## src/hdl/dgr_pkg.sv

```systemverilog
`timescale 1ns / 1ps
// Shared types and constants of the CAN datagram reassembly block.
package dgr_pkg;

    // Slot lengths reach the largest datagram plus one frame (72 + 8).
    localparam int LEN_W      = 7;
    localparam int SLOT_IDX_W = 4;
    localparam int ROW_IDX_W  = 4;

    localparam logic [15:0] REJECT_CODE = 16'h2040;

    localparam logic OUT_CHUNK  = 1'b0;
    localparam logic OUT_REJECT = 1'b1;

    typedef enum logic [1:0] {
        KIND_SINGLE = 2'd0,
        KIND_FIRST  = 2'd1,
        KIND_MIDDLE = 2'd2,
        KIND_LAST   = 2'd3
    } t_kind;

    typedef logic [7:0][7:0] t_bytes;

    typedef struct packed {
        logic                  hit;
        logic [SLOT_IDX_W-1:0] hit_idx;
        logic                  free;
        logic [SLOT_IDX_W-1:0] free_idx;
        logic [LEN_W-1:0]      have;
    } t_look;

    typedef struct packed {
        logic                  we;
        logic [SLOT_IDX_W-1:0] idx;
        logic                  valid;
        logic [11:0]           peer;
        logic [LEN_W-1:0]      length;
    } t_upd;

    typedef struct packed {
        logic                  we;
        logic [SLOT_IDX_W-1:0] slot;
        logic [LEN_W-1:0]      base;
        logic [3:0]            len;
        t_bytes                data;
    } t_wr;

    typedef struct packed {
        logic                  re;
        logic [SLOT_IDX_W-1:0] slot;
        logic [ROW_IDX_W-1:0]  row;
    } t_rd;

endpackage

```

## src/hdl/dgr_slot_table.sv

```systemverilog
`timescale 1ns / 1ps
// Reassembly slot table: per-slot valid, source alias and length, with lookup.
module dgr_slot_table #(
    parameter int SLOT_COUNT = 4
) (
    input  logic          i_clk,
    input  logic          i_rst_n,
    input  logic [11:0]   i_src,
    input  dgr_pkg::t_upd i_upd,
    output dgr_pkg::t_look o_look
);

    localparam int SLOT_W = (SLOT_COUNT > 1) ? $clog2(SLOT_COUNT) : 1;

    logic                      r_valid [SLOT_COUNT];
    logic [11:0]               r_src   [SLOT_COUNT];
    logic [dgr_pkg::LEN_W-1:0] r_len   [SLOT_COUNT];

    always_ff @(posedge i_clk) begin
        if (!i_rst_n) begin
            for (int i = 0; i < SLOT_COUNT; i++) begin
                r_valid[i] <= 1'b0;
                r_src[i]   <= '0;
                r_len[i]   <= '0;
            end
        end else if (i_upd.we) begin
            r_valid[i_upd.idx[SLOT_W-1:0]] <= i_upd.valid;
            r_src[i_upd.idx[SLOT_W-1:0]]   <= i_upd.peer;
            r_len[i_upd.idx[SLOT_W-1:0]]   <= i_upd.length;
        end
    end

    // Scanning from the top down leaves the lowest matching index in place.
    always_comb begin
        o_look = '0;
        for (int i = SLOT_COUNT - 1; i >= 0; i--) begin
            if (r_valid[i] && r_src[i] == i_src) begin
                o_look.hit     = 1'b1;
                o_look.hit_idx = dgr_pkg::SLOT_IDX_W'(i);
                o_look.have    = r_len[i];
            end
            if (!r_valid[i]) begin
                o_look.free     = 1'b1;
                o_look.free_idx = dgr_pkg::SLOT_IDX_W'(i);
            end
        end
    end

endmodule

```

## src/hdl/dgr_buffer.sv

```systemverilog
`timescale 1ns / 1ps
// Datagram byte buffer: eight byte-wide banks, one row of eight bytes per address.
module dgr_buffer #(
    parameter int SLOT_COUNT         = 4,
    parameter int MAX_DATAGRAM_BYTES = 72
) (
    input  logic            i_clk,
    input  dgr_pkg::t_wr    i_wr,
    input  dgr_pkg::t_rd    i_rd,
    output dgr_pkg::t_bytes o_rdata
);

    localparam int ROWS   = (MAX_DATAGRAM_BYTES + 7) / 8;
    localparam int DEPTH  = SLOT_COUNT * ROWS;
    localparam int ADDR_W = (DEPTH > 1) ? $clog2(DEPTH) : 1;
    localparam int SLOT_W = (SLOT_COUNT > 1) ? $clog2(SLOT_COUNT) : 1;
    localparam int ROW_W  = (ROWS > 1) ? $clog2(ROWS) : 1;

    logic [7:0]        r_mem [8][DEPTH];
    logic [7:0]        r_q   [8];
    logic              w_en   [8];
    logic [ADDR_W-1:0] w_addr [8];
    logic [7:0]        w_data [8];
    logic [ADDR_W-1:0] w_raddr;

    // Byte j of a frame lands at position base + j: bank (base + j) mod 8,
    // row (base + j) / 8. Each bank takes at most one byte per frame.
    always_comb begin
        logic [2:0]                sel;
        logic [dgr_pkg::LEN_W-1:0] pos;
        for (int b = 0; b < 8; b++) begin
            sel       = 3'(b) - i_wr.base[2:0];
            pos       = i_wr.base + dgr_pkg::LEN_W'(sel);
            w_en[b]   = i_wr.we && ({1'b0, sel} < i_wr.len);
            w_addr[b] = ADDR_W'(i_wr.slot[SLOT_W-1:0]) * ADDR_W'(ROWS)
                      + ADDR_W'(pos[ROW_W+2:3]);
            w_data[b] = i_wr.data[sel];
        end
    end

    assign w_raddr = ADDR_W'(i_rd.slot[SLOT_W-1:0]) * ADDR_W'(ROWS)
                   + ADDR_W'(i_rd.row[ROW_W-1:0]);

    always_ff @(posedge i_clk) begin
        for (int b = 0; b < 8; b++) begin
            if (w_en[b]) begin
                r_mem[b][w_addr[b]] <= w_data[b];
            end
            if (i_rd.re) begin
                r_q[b] <= r_mem[b][w_raddr];
            end
        end
    end

    always_comb begin
        for (int b = 0; b < 8; b++) begin
            o_rdata[b] = r_q[b];
        end
    end

endmodule

```

## src/hdl/can_datagram_reassembly.sv

```systemverilog
`timescale 1ns / 1ps
// CAN datagram reassembly: frames in, whole datagrams out as eight-byte chunks.
//
// Input channel (i_in_valid / o_in_ready) takes one frame per beat. Frames whose
// destination alias differs from the configured alias are dropped at once. Output
// channel (o_out_valid / i_out_ready) carries chunks and reject beats through a
// one-entry output register, so a new frame is taken while the last beat waits.
// Steps per frame: a dropped frame ends in idle; any other frame passes the slot
// table lookup (S_LOOK) and the table update or buffer write (S_ACT). A single
// frame or reject then issues its beat (S_RESP); a last frame reads each buffer
// row by a registered read (S_READ) and emits it (S_WAIT), up to nine chunks.
// A stalled receiver holds the block in its emit step; nothing is dropped.
// Reset (i_rst_n, synchronous) clears the alias register, all slots and the
// output register. The byte buffer is not cleared: a slot only ever reads back
// bytes that its current datagram wrote. The alias register is to be written
// (i_cfg_we / i_cfg_wdata) only while idle; the block does not enforce this.
module can_datagram_reassembly #(
    parameter int SLOT_COUNT         = 4,
    parameter int MAX_DATAGRAM_BYTES = 72
) (
    input  logic        i_clk,
    input  logic        i_rst_n,
    input  logic        i_cfg_we,
    input  logic [11:0] i_cfg_wdata,
    input  logic        i_in_valid,
    output logic        o_in_ready,
    input  logic [1:0]  i_kind,
    input  logic [11:0] i_dest_alias,
    input  logic [11:0] i_source_alias,
    input  logic [3:0]  i_frame_len,
    input  logic [7:0]  i_in_byte0,
    input  logic [7:0]  i_in_byte1,
    input  logic [7:0]  i_in_byte2,
    input  logic [7:0]  i_in_byte3,
    input  logic [7:0]  i_in_byte4,
    input  logic [7:0]  i_in_byte5,
    input  logic [7:0]  i_in_byte6,
    input  logic [7:0]  i_in_byte7,
    output logic        o_out_valid,
    input  logic        i_out_ready,
    output logic        o_out_kind,
    output logic [11:0] o_peer_alias,
    output logic [3:0]  o_chunk_len,
    output logic        o_last_chunk,
    output logic [7:0]  o_out_byte0,
    output logic [7:0]  o_out_byte1,
    output logic [7:0]  o_out_byte2,
    output logic [7:0]  o_out_byte3,
    output logic [7:0]  o_out_byte4,
    output logic [7:0]  o_out_byte5,
    output logic [7:0]  o_out_byte6,
    output logic [7:0]  o_out_byte7
);

    localparam int LEN_W = dgr_pkg::LEN_W;

    typedef enum logic [5:0] {
        S_IDLE = 6'b000001,
        S_LOOK = 6'b000010,
        S_ACT  = 6'b000100,
        S_READ = 6'b001000,
        S_WAIT = 6'b010000,
        S_RESP = 6'b100000
    } t_state;

    function automatic dgr_pkg::t_bytes mask_bytes(dgr_pkg::t_bytes d, logic [3:0] n);
        dgr_pkg::t_bytes m;
        for (int j = 0; j < 8; j++) begin
            m[j] = (4'(j) < n) ? d[j] : 8'h00;
        end
        return m;
    endfunction

    // Control registers
    t_state      r_state, n_state;
    logic [11:0] r_our_alias;
    logic        r_out_valid, n_out_valid;

    // Payload registers
    dgr_pkg::t_kind          r_kind;
    logic [11:0]             r_src;
    logic [3:0]              r_len;
    dgr_pkg::t_bytes         r_data;
    dgr_pkg::t_look          r_look, n_look;
    logic [dgr_pkg::SLOT_IDX_W-1:0] r_slot, n_slot;
    logic [LEN_W-1:0]        r_total, n_total;
    logic [dgr_pkg::ROW_IDX_W-1:0]  r_row, n_row;
    logic                    r_pend_kind, n_pend_kind;
    logic [3:0]              r_pend_len, n_pend_len;
    dgr_pkg::t_bytes         r_pend_bytes, n_pend_bytes;
    logic                    r_out_kind, n_out_kind;
    logic [11:0]             r_out_peer, n_out_peer;
    logic [3:0]              r_out_len, n_out_len;
    logic                    r_out_last, n_out_last;
    dgr_pkg::t_bytes         r_out_bytes, n_out_bytes;

    logic            w_accept;
    logic            w_out_free;
    dgr_pkg::t_look  w_look;
    dgr_pkg::t_upd   w_upd;
    dgr_pkg::t_wr    w_wr;
    dgr_pkg::t_rd    w_rd;
    dgr_pkg::t_bytes w_rdata;
    dgr_pkg::t_bytes w_reject_bytes;
    logic [LEN_W-1:0] w_sum;
    logic [LEN_W-1:0] w_rem;
    logic             w_chunk_last;
    logic [3:0]       w_clen;
    logic [dgr_pkg::SLOT_IDX_W-1:0] w_first_slot;

    assign o_in_ready = (r_state == S_IDLE);
    assign w_accept   = i_in_valid && o_in_ready;
    assign w_out_free = !r_out_valid || i_out_ready;

    assign w_sum        = r_look.have + LEN_W'(r_len);
    assign w_rem        = r_total - LEN_W'({r_row, 3'b000});
    assign w_chunk_last = (w_rem <= LEN_W'(8));
    assign w_clen       = w_chunk_last ? w_rem[3:0] : 4'd8;
    assign w_first_slot = r_look.hit ? r_look.hit_idx : r_look.free_idx;

    always_comb begin
        w_reject_bytes    = '0;
        w_reject_bytes[0] = dgr_pkg::REJECT_CODE[15:8];
        w_reject_bytes[1] = dgr_pkg::REJECT_CODE[7:0];
    end

    dgr_slot_table #(
        .SLOT_COUNT (SLOT_COUNT)
    ) u_table (
        .i_clk   (i_clk),
        .i_rst_n (i_rst_n),
        .i_src   (r_src),
        .i_upd   (w_upd),
        .o_look  (w_look)
    );

    dgr_buffer #(
        .SLOT_COUNT         (SLOT_COUNT),
        .MAX_DATAGRAM_BYTES (MAX_DATAGRAM_BYTES)
    ) u_buffer (
        .i_clk   (i_clk),
        .i_wr    (w_wr),
        .i_rd    (w_rd),
        .o_rdata (w_rdata)
    );

    always_comb begin
        n_state      = r_state;
        n_out_valid  = r_out_valid && !i_out_ready;
        n_look       = r_look;
        n_slot       = r_slot;
        n_total      = r_total;
        n_row        = r_row;
        n_pend_kind  = r_pend_kind;
        n_pend_len   = r_pend_len;
        n_pend_bytes = r_pend_bytes;
        n_out_kind   = r_out_kind;
        n_out_peer   = r_out_peer;
        n_out_len    = r_out_len;
        n_out_last   = r_out_last;
        n_out_bytes  = r_out_bytes;
        w_upd        = '0;
        w_wr         = '0;
        w_rd         = '0;

        unique case (r_state)
            S_IDLE: begin
                if (w_accept && i_dest_alias == r_our_alias) begin
                    n_state = S_LOOK;
                end
            end
            S_LOOK: begin
                n_look  = w_look;
                n_state = S_ACT;
            end
            S_ACT: begin
                // Reject is the default outcome; the branches below override it.
                n_pend_kind  = dgr_pkg::OUT_REJECT;
                n_pend_len   = 4'd0;
                n_pend_bytes = w_reject_bytes;
                n_state      = S_RESP;
                unique case (r_kind)
                    dgr_pkg::KIND_SINGLE: begin
                        n_pend_kind  = dgr_pkg::OUT_CHUNK;
                        n_pend_len   = r_len;
                        n_pend_bytes = mask_bytes(r_data, r_len);
                    end
                    dgr_pkg::KIND_FIRST: begin
                        if (r_look.hit || r_look.free) begin
                            w_upd.we     = 1'b1;
                            w_upd.idx    = w_first_slot;
                            w_upd.valid  = 1'b1;
                            w_upd.peer   = r_src;
                            w_upd.length = LEN_W'(r_len);
                            w_wr.we      = 1'b1;
                            w_wr.slot    = w_first_slot;
                            w_wr.base    = '0;
                            w_wr.len     = r_len;
                            w_wr.data    = r_data;
                            n_state      = S_IDLE;
                        end
                    end
                    dgr_pkg::KIND_MIDDLE, dgr_pkg::KIND_LAST: begin
                        if (r_look.hit && w_sum > LEN_W'(MAX_DATAGRAM_BYTES)) begin
                            // Overflow frees the slot and rejects.
                            w_upd.we   = 1'b1;
                            w_upd.idx  = r_look.hit_idx;
                            w_upd.peer = r_src;
                        end else if (r_look.hit) begin
                            w_wr.we      = 1'b1;
                            w_wr.slot    = r_look.hit_idx;
                            w_wr.base    = r_look.have;
                            w_wr.len     = r_len;
                            w_wr.data    = r_data;
                            w_upd.we     = 1'b1;
                            w_upd.idx    = r_look.hit_idx;
                            w_upd.peer   = r_src;
                            if (r_kind == dgr_pkg::KIND_LAST) begin
                                // The slot is freed now; its bytes stay in the
                                // buffer until the next first frame overwrites them.
                                n_total = w_sum;
                                n_slot  = r_look.hit_idx;
                                n_row   = '0;
                                n_state = S_READ;
                            end else begin
                                w_upd.valid  = 1'b1;
                                w_upd.length = w_sum;
                                n_state      = S_IDLE;
                            end
                        end
                    end
                endcase
            end
            S_READ: begin
                w_rd.re   = 1'b1;
                w_rd.slot = r_slot;
                w_rd.row  = r_row;
                n_state   = S_WAIT;
            end
            S_WAIT: begin
                // The read data register holds while the receiver stalls.
                if (w_out_free) begin
                    n_out_valid = 1'b1;
                    n_out_kind  = dgr_pkg::OUT_CHUNK;
                    n_out_peer  = r_src;
                    n_out_len   = w_clen;
                    n_out_last  = w_chunk_last;
                    n_out_bytes = mask_bytes(w_rdata, w_clen);
                    if (w_chunk_last) begin
                        n_state = S_IDLE;
                    end else begin
                        n_row   = r_row + 1'b1;
                        n_state = S_READ;
                    end
                end
            end
            S_RESP: begin
                if (w_out_free) begin
                    n_out_valid = 1'b1;
                    n_out_kind  = r_pend_kind;
                    n_out_peer  = r_src;
                    n_out_len   = r_pend_len;
                    n_out_last  = 1'b1;
                    n_out_bytes = r_pend_bytes;
                    n_state     = S_IDLE;
                end
            end
            default: begin
                n_state = S_IDLE;
            end
        endcase
    end

    always_ff @(posedge i_clk) begin
        if (!i_rst_n) begin
            r_state     <= S_IDLE;
            r_our_alias <= '0;
            r_out_valid <= 1'b0;
        end else begin
            r_state     <= n_state;
            r_out_valid <= n_out_valid;
            if (i_cfg_we) begin
                r_our_alias <= i_cfg_wdata;
            end
        end
    end

    always_ff @(posedge i_clk) begin
        if (w_accept) begin
            r_kind    <= dgr_pkg::t_kind'(i_kind);
            r_src     <= i_source_alias;
            r_len     <= (i_frame_len > 4'd8) ? 4'd8 : i_frame_len;
            r_data[0] <= i_in_byte0;
            r_data[1] <= i_in_byte1;
            r_data[2] <= i_in_byte2;
            r_data[3] <= i_in_byte3;
            r_data[4] <= i_in_byte4;
            r_data[5] <= i_in_byte5;
            r_data[6] <= i_in_byte6;
            r_data[7] <= i_in_byte7;
        end
        r_look       <= n_look;
        r_slot       <= n_slot;
        r_total      <= n_total;
        r_row        <= n_row;
        r_pend_kind  <= n_pend_kind;
        r_pend_len   <= n_pend_len;
        r_pend_bytes <= n_pend_bytes;
        r_out_kind   <= n_out_kind;
        r_out_peer   <= n_out_peer;
        r_out_len    <= n_out_len;
        r_out_last   <= n_out_last;
        r_out_bytes  <= n_out_bytes;
    end

    assign o_out_valid  = r_out_valid;
    assign o_out_kind   = r_out_kind;
    assign o_peer_alias = r_out_peer;
    assign o_chunk_len  = r_out_len;
    assign o_last_chunk = r_out_last;
    assign o_out_byte0  = r_out_bytes[0];
    assign o_out_byte1  = r_out_bytes[1];
    assign o_out_byte2  = r_out_bytes[2];
    assign o_out_byte3  = r_out_bytes[3];
    assign o_out_byte4  = r_out_bytes[4];
    assign o_out_byte5  = r_out_bytes[5];
    assign o_out_byte6  = r_out_bytes[6];
    assign o_out_byte7  = r_out_bytes[7];

endmodule

```

## config.mk

```make
export PLATFORM = sky130hd
export DESIGN_NAME = can_datagram_reassembly
export DESIGN_NICKNAME = d
export VERILOG_FILES = /design/src/hdl/dgr_pkg.sv /design/src/hdl/dgr_slot_table.sv /design/src/hdl/dgr_buffer.sv /design/src/hdl/can_datagram_reassembly.sv
export SDC_FILE = /design/constraint.sdc
export NUM_CORES = 2
export LEC_CHECK = 0
export BUFFER_PORTS_ARGS = -buffer_cell sky130_fd_sc_hd__buf_2
export CAP_MARGIN = 20
export CORE_UTILIZATION = 45
export DETAILED_ROUTE_END_ITERATION = 8
export PLACE_DENSITY_LB_ADDON = 0.15
export SLEW_MARGIN = 0
export SYNTH_ARGS = -nofsm -noshare
export SYNTH_HDL_FRONTEND = slang
export SYNTH_SLANG_ARGS = --single-unit
```

## constraint.sdc

```tcl
create_clock -name i_clk -period 16.69 [get_ports i_clk]
set_input_delay 3.338 -clock i_clk [delete_from_list [all_inputs] [get_ports i_clk]]
set_output_delay 3.338 -clock i_clk [all_outputs]
set_load 0.005 [all_outputs]
```

* After elaboration in Yosys (flattened, before gate mapping)
Memories as Yosys holds them, arrays and structs flattened.
Cells that the tools add are included.
** Storage, ports and cells
- Flip-flop bits (word level) :: 284
- Bits in latches :: 0
- Bits in writable memories :: 2448
- ROM bits :: 0
- Output and inout bits :: 84
- Word-level logic and storage cells :: 379
- Memories :: 5
** Memory list
- u_buffer.r_mem :: words 8, bits a word 288, rd ports 8, clocked after memory_dff 0, write ports 8, RTL line dgr_buffer.sv:19 : logic [7:0] r_mem [8][DEPTH];
- u_buffer.r_q :: words 8, bits a word 8, rd ports 8, clocked after memory_dff 0, write ports 8, RTL line dgr_buffer.sv:20 : logic [7:0] r_q [8];
- u_table.r_src :: words 4, bits a word 12, rd ports 4, clocked after memory_dff 0, write ports 4, RTL line dgr_slot_table.sv:16 : logic [11:0] r_src [SLOT_COUNT];
- u_table.r_len :: words 4, bits a word 7, rd ports 4, clocked after memory_dff 0, write ports 4, RTL line dgr_slot_table.sv:17 : logic [dgr_pkg::LEN_W-1:0] r_len [SLOT_COUNT];
- u_table.r_valid :: words 4, bits a word 1, rd ports 4, clocked after memory_dff 0, write ports 4, RTL line dgr_slot_table.sv:15 : logic r_valid [SLOT_COUNT];
** Cells by class
- Add/subtract/negate cells :: 28
- Multiply operators :: 2
- Divide/modulo/power cells :: 0
- $lt $le $gt $ge :: 52
- Equality and inequality tests :: 22
- Shift operators :: 0
- Multiplexer cells :: 157
- Bitwise operators :: 10
- Reductions and logical operators :: 53
** Operator list (number)
- 2-to-1 mux 288 bit :: 8
- binary-select mux 8 bit (select 6 bit) :: 8
- demux 8 bit (select 6 bit) :: 8
- 2-to-1 mux 8 bit :: 40
- 2-to-1 mux 80 bit :: 4
- binary-select mux 8 bit (select 3 bit) :: 8
- one-hot mux 80 bit (2 select lines) :: 1
- 2-to-1 mux 64 bit :: 2
- one-hot mux 64 bit (2 select lines) :: 1
- 2-to-1 mux 25 bit :: 3
- >= comparator 7 bit, second input constant :: 9
- inverter 6 -> 7 bit :: 9
- equality test 12 bit :: 5
- adder 7 x 3 -> 7 bit :: 8
- < comparator 7 x 1 -> 1 bit, second input constant :: 8
- 2-to-1 mux 7 bit :: 8
- adder 6 x 4 -> 6 bit :: 9
- one-hot mux 25 bit (2 select lines) :: 1
- 2-to-1 mux 4 bit :: 12
- 2-to-1 mux 6 bit :: 7
- one-hot mux 6 bit (6 select lines) :: 1
- < comparator 3 x 4 -> 1 bit :: 8
- < comparator 3 x 4 -> 1 bit, first input constant :: 8
- < comparator 3 x 4 -> 1 bit, second input constant :: 8
- other kinds (45) :: 140

* Depth between registers and ports, before layout
- Depth after elaboration :: 15
- Depth in mapped cells :: 25
- Gate-level depth less buffers :: 22

* Cells and area by module
From an unflattened synthesis, not the netlist that was laid out.
** Second synthesis, totals
- Cells, all modules :: 6161
- Area, all modules :: 112691.8 sq um
** Modules (own cells, without submodules)
- dgr_buffer :: instances 1, cells an instance 5027, area an instance 96819.1 sq um
- can_datagram_reassembly :: instances 1, cells an instance 812, area an instance 11821.3 sq um
- dgr_slot_table :: instances 1, cells an instance 322, area an instance 4051.4 sq um

* Worst setup path before layout
Ideal clock, no wire load.
- Path type :: input -> register
- From :: in i_out_ready
- To :: reg r_out_len[0] (netlist: o_chunk_len[0]) (enable)
- Setup time :: 0.521 ns
- Arrival time :: 6.818 ns
- Path slack :: 9.350 ns
- Stages on the path :: 2
- Buffers on the path :: 0
- Cells stage by stage :: nor2b_1 > a21oi_1
** On the way
- Cells in the longest elaborated chain, start to end :: 3
- Elaborated cells on any way between the ends :: 4
** RTL lines
- start: declaration :: RTL line can_datagram_reassembly.sv:40 : input logic i_out_ready,
- logical OR 1 bit (*) :: RTL line can_datagram_reassembly.sv:113 : assign w_out_free = !r_out_valid || i_out_ready;
- inequality test 2 bit (no source line)
- AND reduction 3 bit (no source line) (*)
- end signal: assignment :: RTL line can_datagram_reassembly.sv:311 : r_out_len <= n_out_len;
- end: declaration :: RTL line can_datagram_reassembly.sv:93 : logic [3:0] r_out_len, n_out_len;
Every way passes the cells marked *; elsewhere a longest branch is shown, timed or not.
A chain may end at the register's enable or synchronous reset.

==> summary.md <==
| Metric | Value |
|---|---|
| Switching share of power | between 10% and 20% |
| Starting Density | between 40% and 50% |
| Final wirelength | around 300 mm |
| Post-route cell area | 0.127 mm^2 |
| GP Congestion | just over 0.9 |
| Synth Cell Area | around 0.11 mm^2 |
| GR Util All Layers | a little under a quarter |
| Fillers | approximately 20000 |
| Final Cycle Share | 47.6% |
| P_leak | about 0.045 uW |
| Clock Sinks | ~2700 |
| Placed instance count | about 9100 |
| GRT overflow | 0 |
| WP data arrival | ~8.4 ns |
| Peak VDD IR | slightly above 0.09 mV |
| Critical Path Sink Type | register |
| Die ar. | roughly 0.25 mm^2 |
| Pint | around 11000 uW |
| Seq/Total Area, Yosys | around three quarters |
| Number of post-CTS setup repair buffers | 0 |
| Worst Hold Class | reg2reg |
| Ports | between 150 and 200 |
| Max Fclk | approximately 130 MHz |
| # DRC | 0 |
| Max clock buf depth | 4 |
| CTS Root Cell | clkbuf_16 |
| Clock share of power | 45.5% |
| Area grow syn2layout | 14.0% |
| Slew @ Worst Pin | roughly 1.3 ns |
| Startpoint Class | register |
| Cts hold-fix bufs | 0 |
| Async SR Flop Fraction | 0% |
| Average routed wire per standard cell | 30.8 um |
| Hold Path Stages | 0 |
| Hold slack final | approximately 0.47 ns |
| Final non-filler cell total | around 9700 |
| Overall Power | 13900 uW |
| IO Port Bufs | ~190 |
| TritonCTS Buffers | about 300 |
| Gate power share | less than 1% |
| Primary FF master, synth | edfxtp_1 |
| Post-route ant nets | 1 |
| R2R cell count | 18 |
| Antenna violations before repair | 26 |
| CTS tree | done |
| Clock skew | approximately 0.078 ns |
| Outcome | finished, violations left |
| 1st-iter DRT viols | about 7000 |
| Synth warnings | 0 |
| Final net count | approximately 6300 |
| Worst Path Required | about 17 ns |
| Sequential cell area | roughly 0.08 mm^2 |
| Share of cells above drive strength 1 | between 20% and 30% |
| Number of setup violations in the final report | 0 |
| Failing checks | antenna rules |
| Cell Pwr Density | between 100 and 150 mW/mm^2 |
| P_sw | between 2000 and 3000 uW |
| Max_cap viols | 0 |
| Reg power frac | a little over half |
| Core ar. | ~0.25 mm^2 |
| DR pass1 iterations | 8 |
| Die X | 500 um |
| Path type of the worst setup path | reg2reg |
| Mapped Cells | between 5000 and 6000 |
| Pin count of the biggest net entering global routing | roughly 130 |
| Post-synth EDFFs | approximately 2700 |
| Vias post-DR | around 58000 |
| Die Span Y | 500 um |
| Final slew viol count | 0 |
| Setup TNS | 0 ns |
| Via density per instance | around 6 |
| Rel. slew slack | roughly 13% |
| Area of the multi-input gates | 0.0291 mm^2 |
| Min Clock Period, post-route | 7.95 ns |
| CP max FO | 39 |
| Vias in the first global route | between 50000 and 60000 |
| Syn nets | 5925 |
| Synth unique cells | 95 |
| Post-CTS resize count | 0 |
| H-tree depth | 5 |
| Syn avg cell area | about 20 um^2 |
| Synthesis-stage register bit count | roughly 2700 |
| Skew-Pair Late Insertion Delay | 0.94 ns |
| Clock-pin slew on the worst setup and hold paths | roughly 0.06 ns |
| RSZ-0062 raised after global routing | false |
| First-pass GRT wire length | about 430 mm |
| Final Hold Fails | 0 |
| Placed Area | 0.118 mm^2 |
| Site Rows | about 180 |
| DP HPWL | approximately 190 mm |
-- area by class of cell --
type | count | share of cell area (%)
Antenna cell | 12 | 0.0236
Multi-Input combinational cell | 2620 | 22.9
Clock buffer | 369 | 6.27
Inverter | 75 | 0.223
Clock inverter | 144 | 0.996
Tap cell | 3312 | 3.26
Sequential cell | 2726 | 64.2
Timing Repair Buffer | 413 | 2.16
-- sequential cells by signal, indices dropped and copies added (netlist names), 12 cells and up --
signal / count
u_table.r_src: 48
r_our_alias: 12
u_table.r_len: 28
r_data: 64
o_peer_alias: 12
r_src: 12
u_buffer.r_mem: 2304
u_buffer.r_q: 64
r_pend_bytes: 64
r_look: 13
-- metal layers --
layer  global-route usage [%]  up-vias  routed length (um)
li1                         -    24300                   -
met3                     3.75      515               20900
met5                        0        -                  27
met4                     8.26        4               11000
met1                     34.6    31000              127000
met2                     36.9     2432              139000
-- layout by cell type (no fill, tap or decap), types with 98 or more instances in the layout --
master	n
clkbuf_16	308
mux2i_1	110
nor3_1	98
buf_4	182
nand2_1	252
nor2_1	356
mux4_2	724
buf_2	215
edfxtp_1	2704
o21ai_0	122
-- power by group through the flow --
stage          Combinational [uW]  Sequential [uW]  Clock (uW)
2_1_floorplan                51.9             7600           0
3_3_place_gp                 96.9             7620           0
3_5_place_dp                 97.7             7620           0
4_1_cts                      98.5             7470        6430
5_1_grt                       104             7470        6670
6_report                      100             7480        6320
-- cells by family (layout without fill, tap and decap cells) --
| family | after synthesis | after routing | synth area share [%] |
|---|---|---|---|
| flip-flops | 2726 | 2726 | 73.2 |
| XOR/XNOR | 114 | 114 | 0.895 |
| AO/OA/AOI/OAI | 454 | 454 | 2.79 |
| multiplexers | 887 | 887 | 16.1 |
| adder cells (fa/ha/maj) | 75 | 75 | 0.916 |
| other | 0 | 12 | 0 |
| buffers and inverters | 393 | 1001 | 1.41 |
| AND/OR/NAND/NOR | 1090 | 1090 | 4.65 |
-- worst paths after layout --
kind | startpoint | slack [ns] | end
setup / recovery | r_look[0]$_DFFE_PP_ | 8.74 | u_buffer.r_mem[2][204]$_DFFE_PP_
hold / removal | r_look[13]$_SDFFCE_PP0P_ | 0.47 | r_slot[1]$_DFFE_PP_
setup reg to reg | r_look[0]$_DFFE_PP_ | 8.74 | u_buffer.r_mem[2][204]$_DFFE_PP_
hold reg to reg | r_look[13]$_SDFFCE_PP0P_ | 0.47 | r_slot[1]$_DFFE_PP_
-- cell usage after synthesis (11+ instances only) --
cell type  count  share of area (%)
nand4_1       25               0.14
nor2b_1       85               0.48
mux4_2       724                 15
or3_1         13              0.073
edfxtp_1    2704                 73
fa_1          11               0.20
o211ai_1      19               0.13
a211oi_1      16               0.11
and3_1        29               0.16
buf_1         66               0.22
dfxtp_1       22               0.39
a21oi_1       87               0.39
nor4_1        41               0.23
nand2_1      252               0.85
a32o_1        14               0.13
clkbuf_1     208               0.70
buf_2         34               0.15
a22oi_1       19               0.13
mux2_2        34               0.34
nand3_1       71               0.32
nor3_1       102               0.46
a22o_1        61               0.48
mux2i_1      128                1.1
nand2b_1      18               0.10
xnor2_1       73               0.57
nand4b_1      17               0.13
ha_1          64               0.72
xor2_1        41               0.32
nor2_1       368                1.2
and2_1        20               0.11
inv_1         65               0.22
o21ai_0      125               0.56
-- critical path: stages, from the launching register on --
cell	delay (ns)
edfxtp_1	0.54
ha_1	0.29
fa_1	0.43
a211oi_2	0.32
nor3_1	0.12
nor2_2	0.10
buf_4	0.36
inv_2	0.21
o21ai_4	0.11
nand2_2	0.34
inv_2	0.66
ha_1	0.46
inv_1	0.08
ha_1	0.60
clkinv_1	0.48
ha_1	0.43
a32oi_1	0.41
nand4_1	0.71
nor2_1	0.82
-- per-stage QoR --
stage | setup WS (ns) | util, %
floorplan | 9.35 | -
global placement | 9.00 | 47.7
detailed placement | 8.86 | 47.8
CTS | 8.78 | 51.5
global route | 8.21 | 51.6
finish | 8.74 | 51.7
Note: power is estimated with default switching activity, not from simulation.
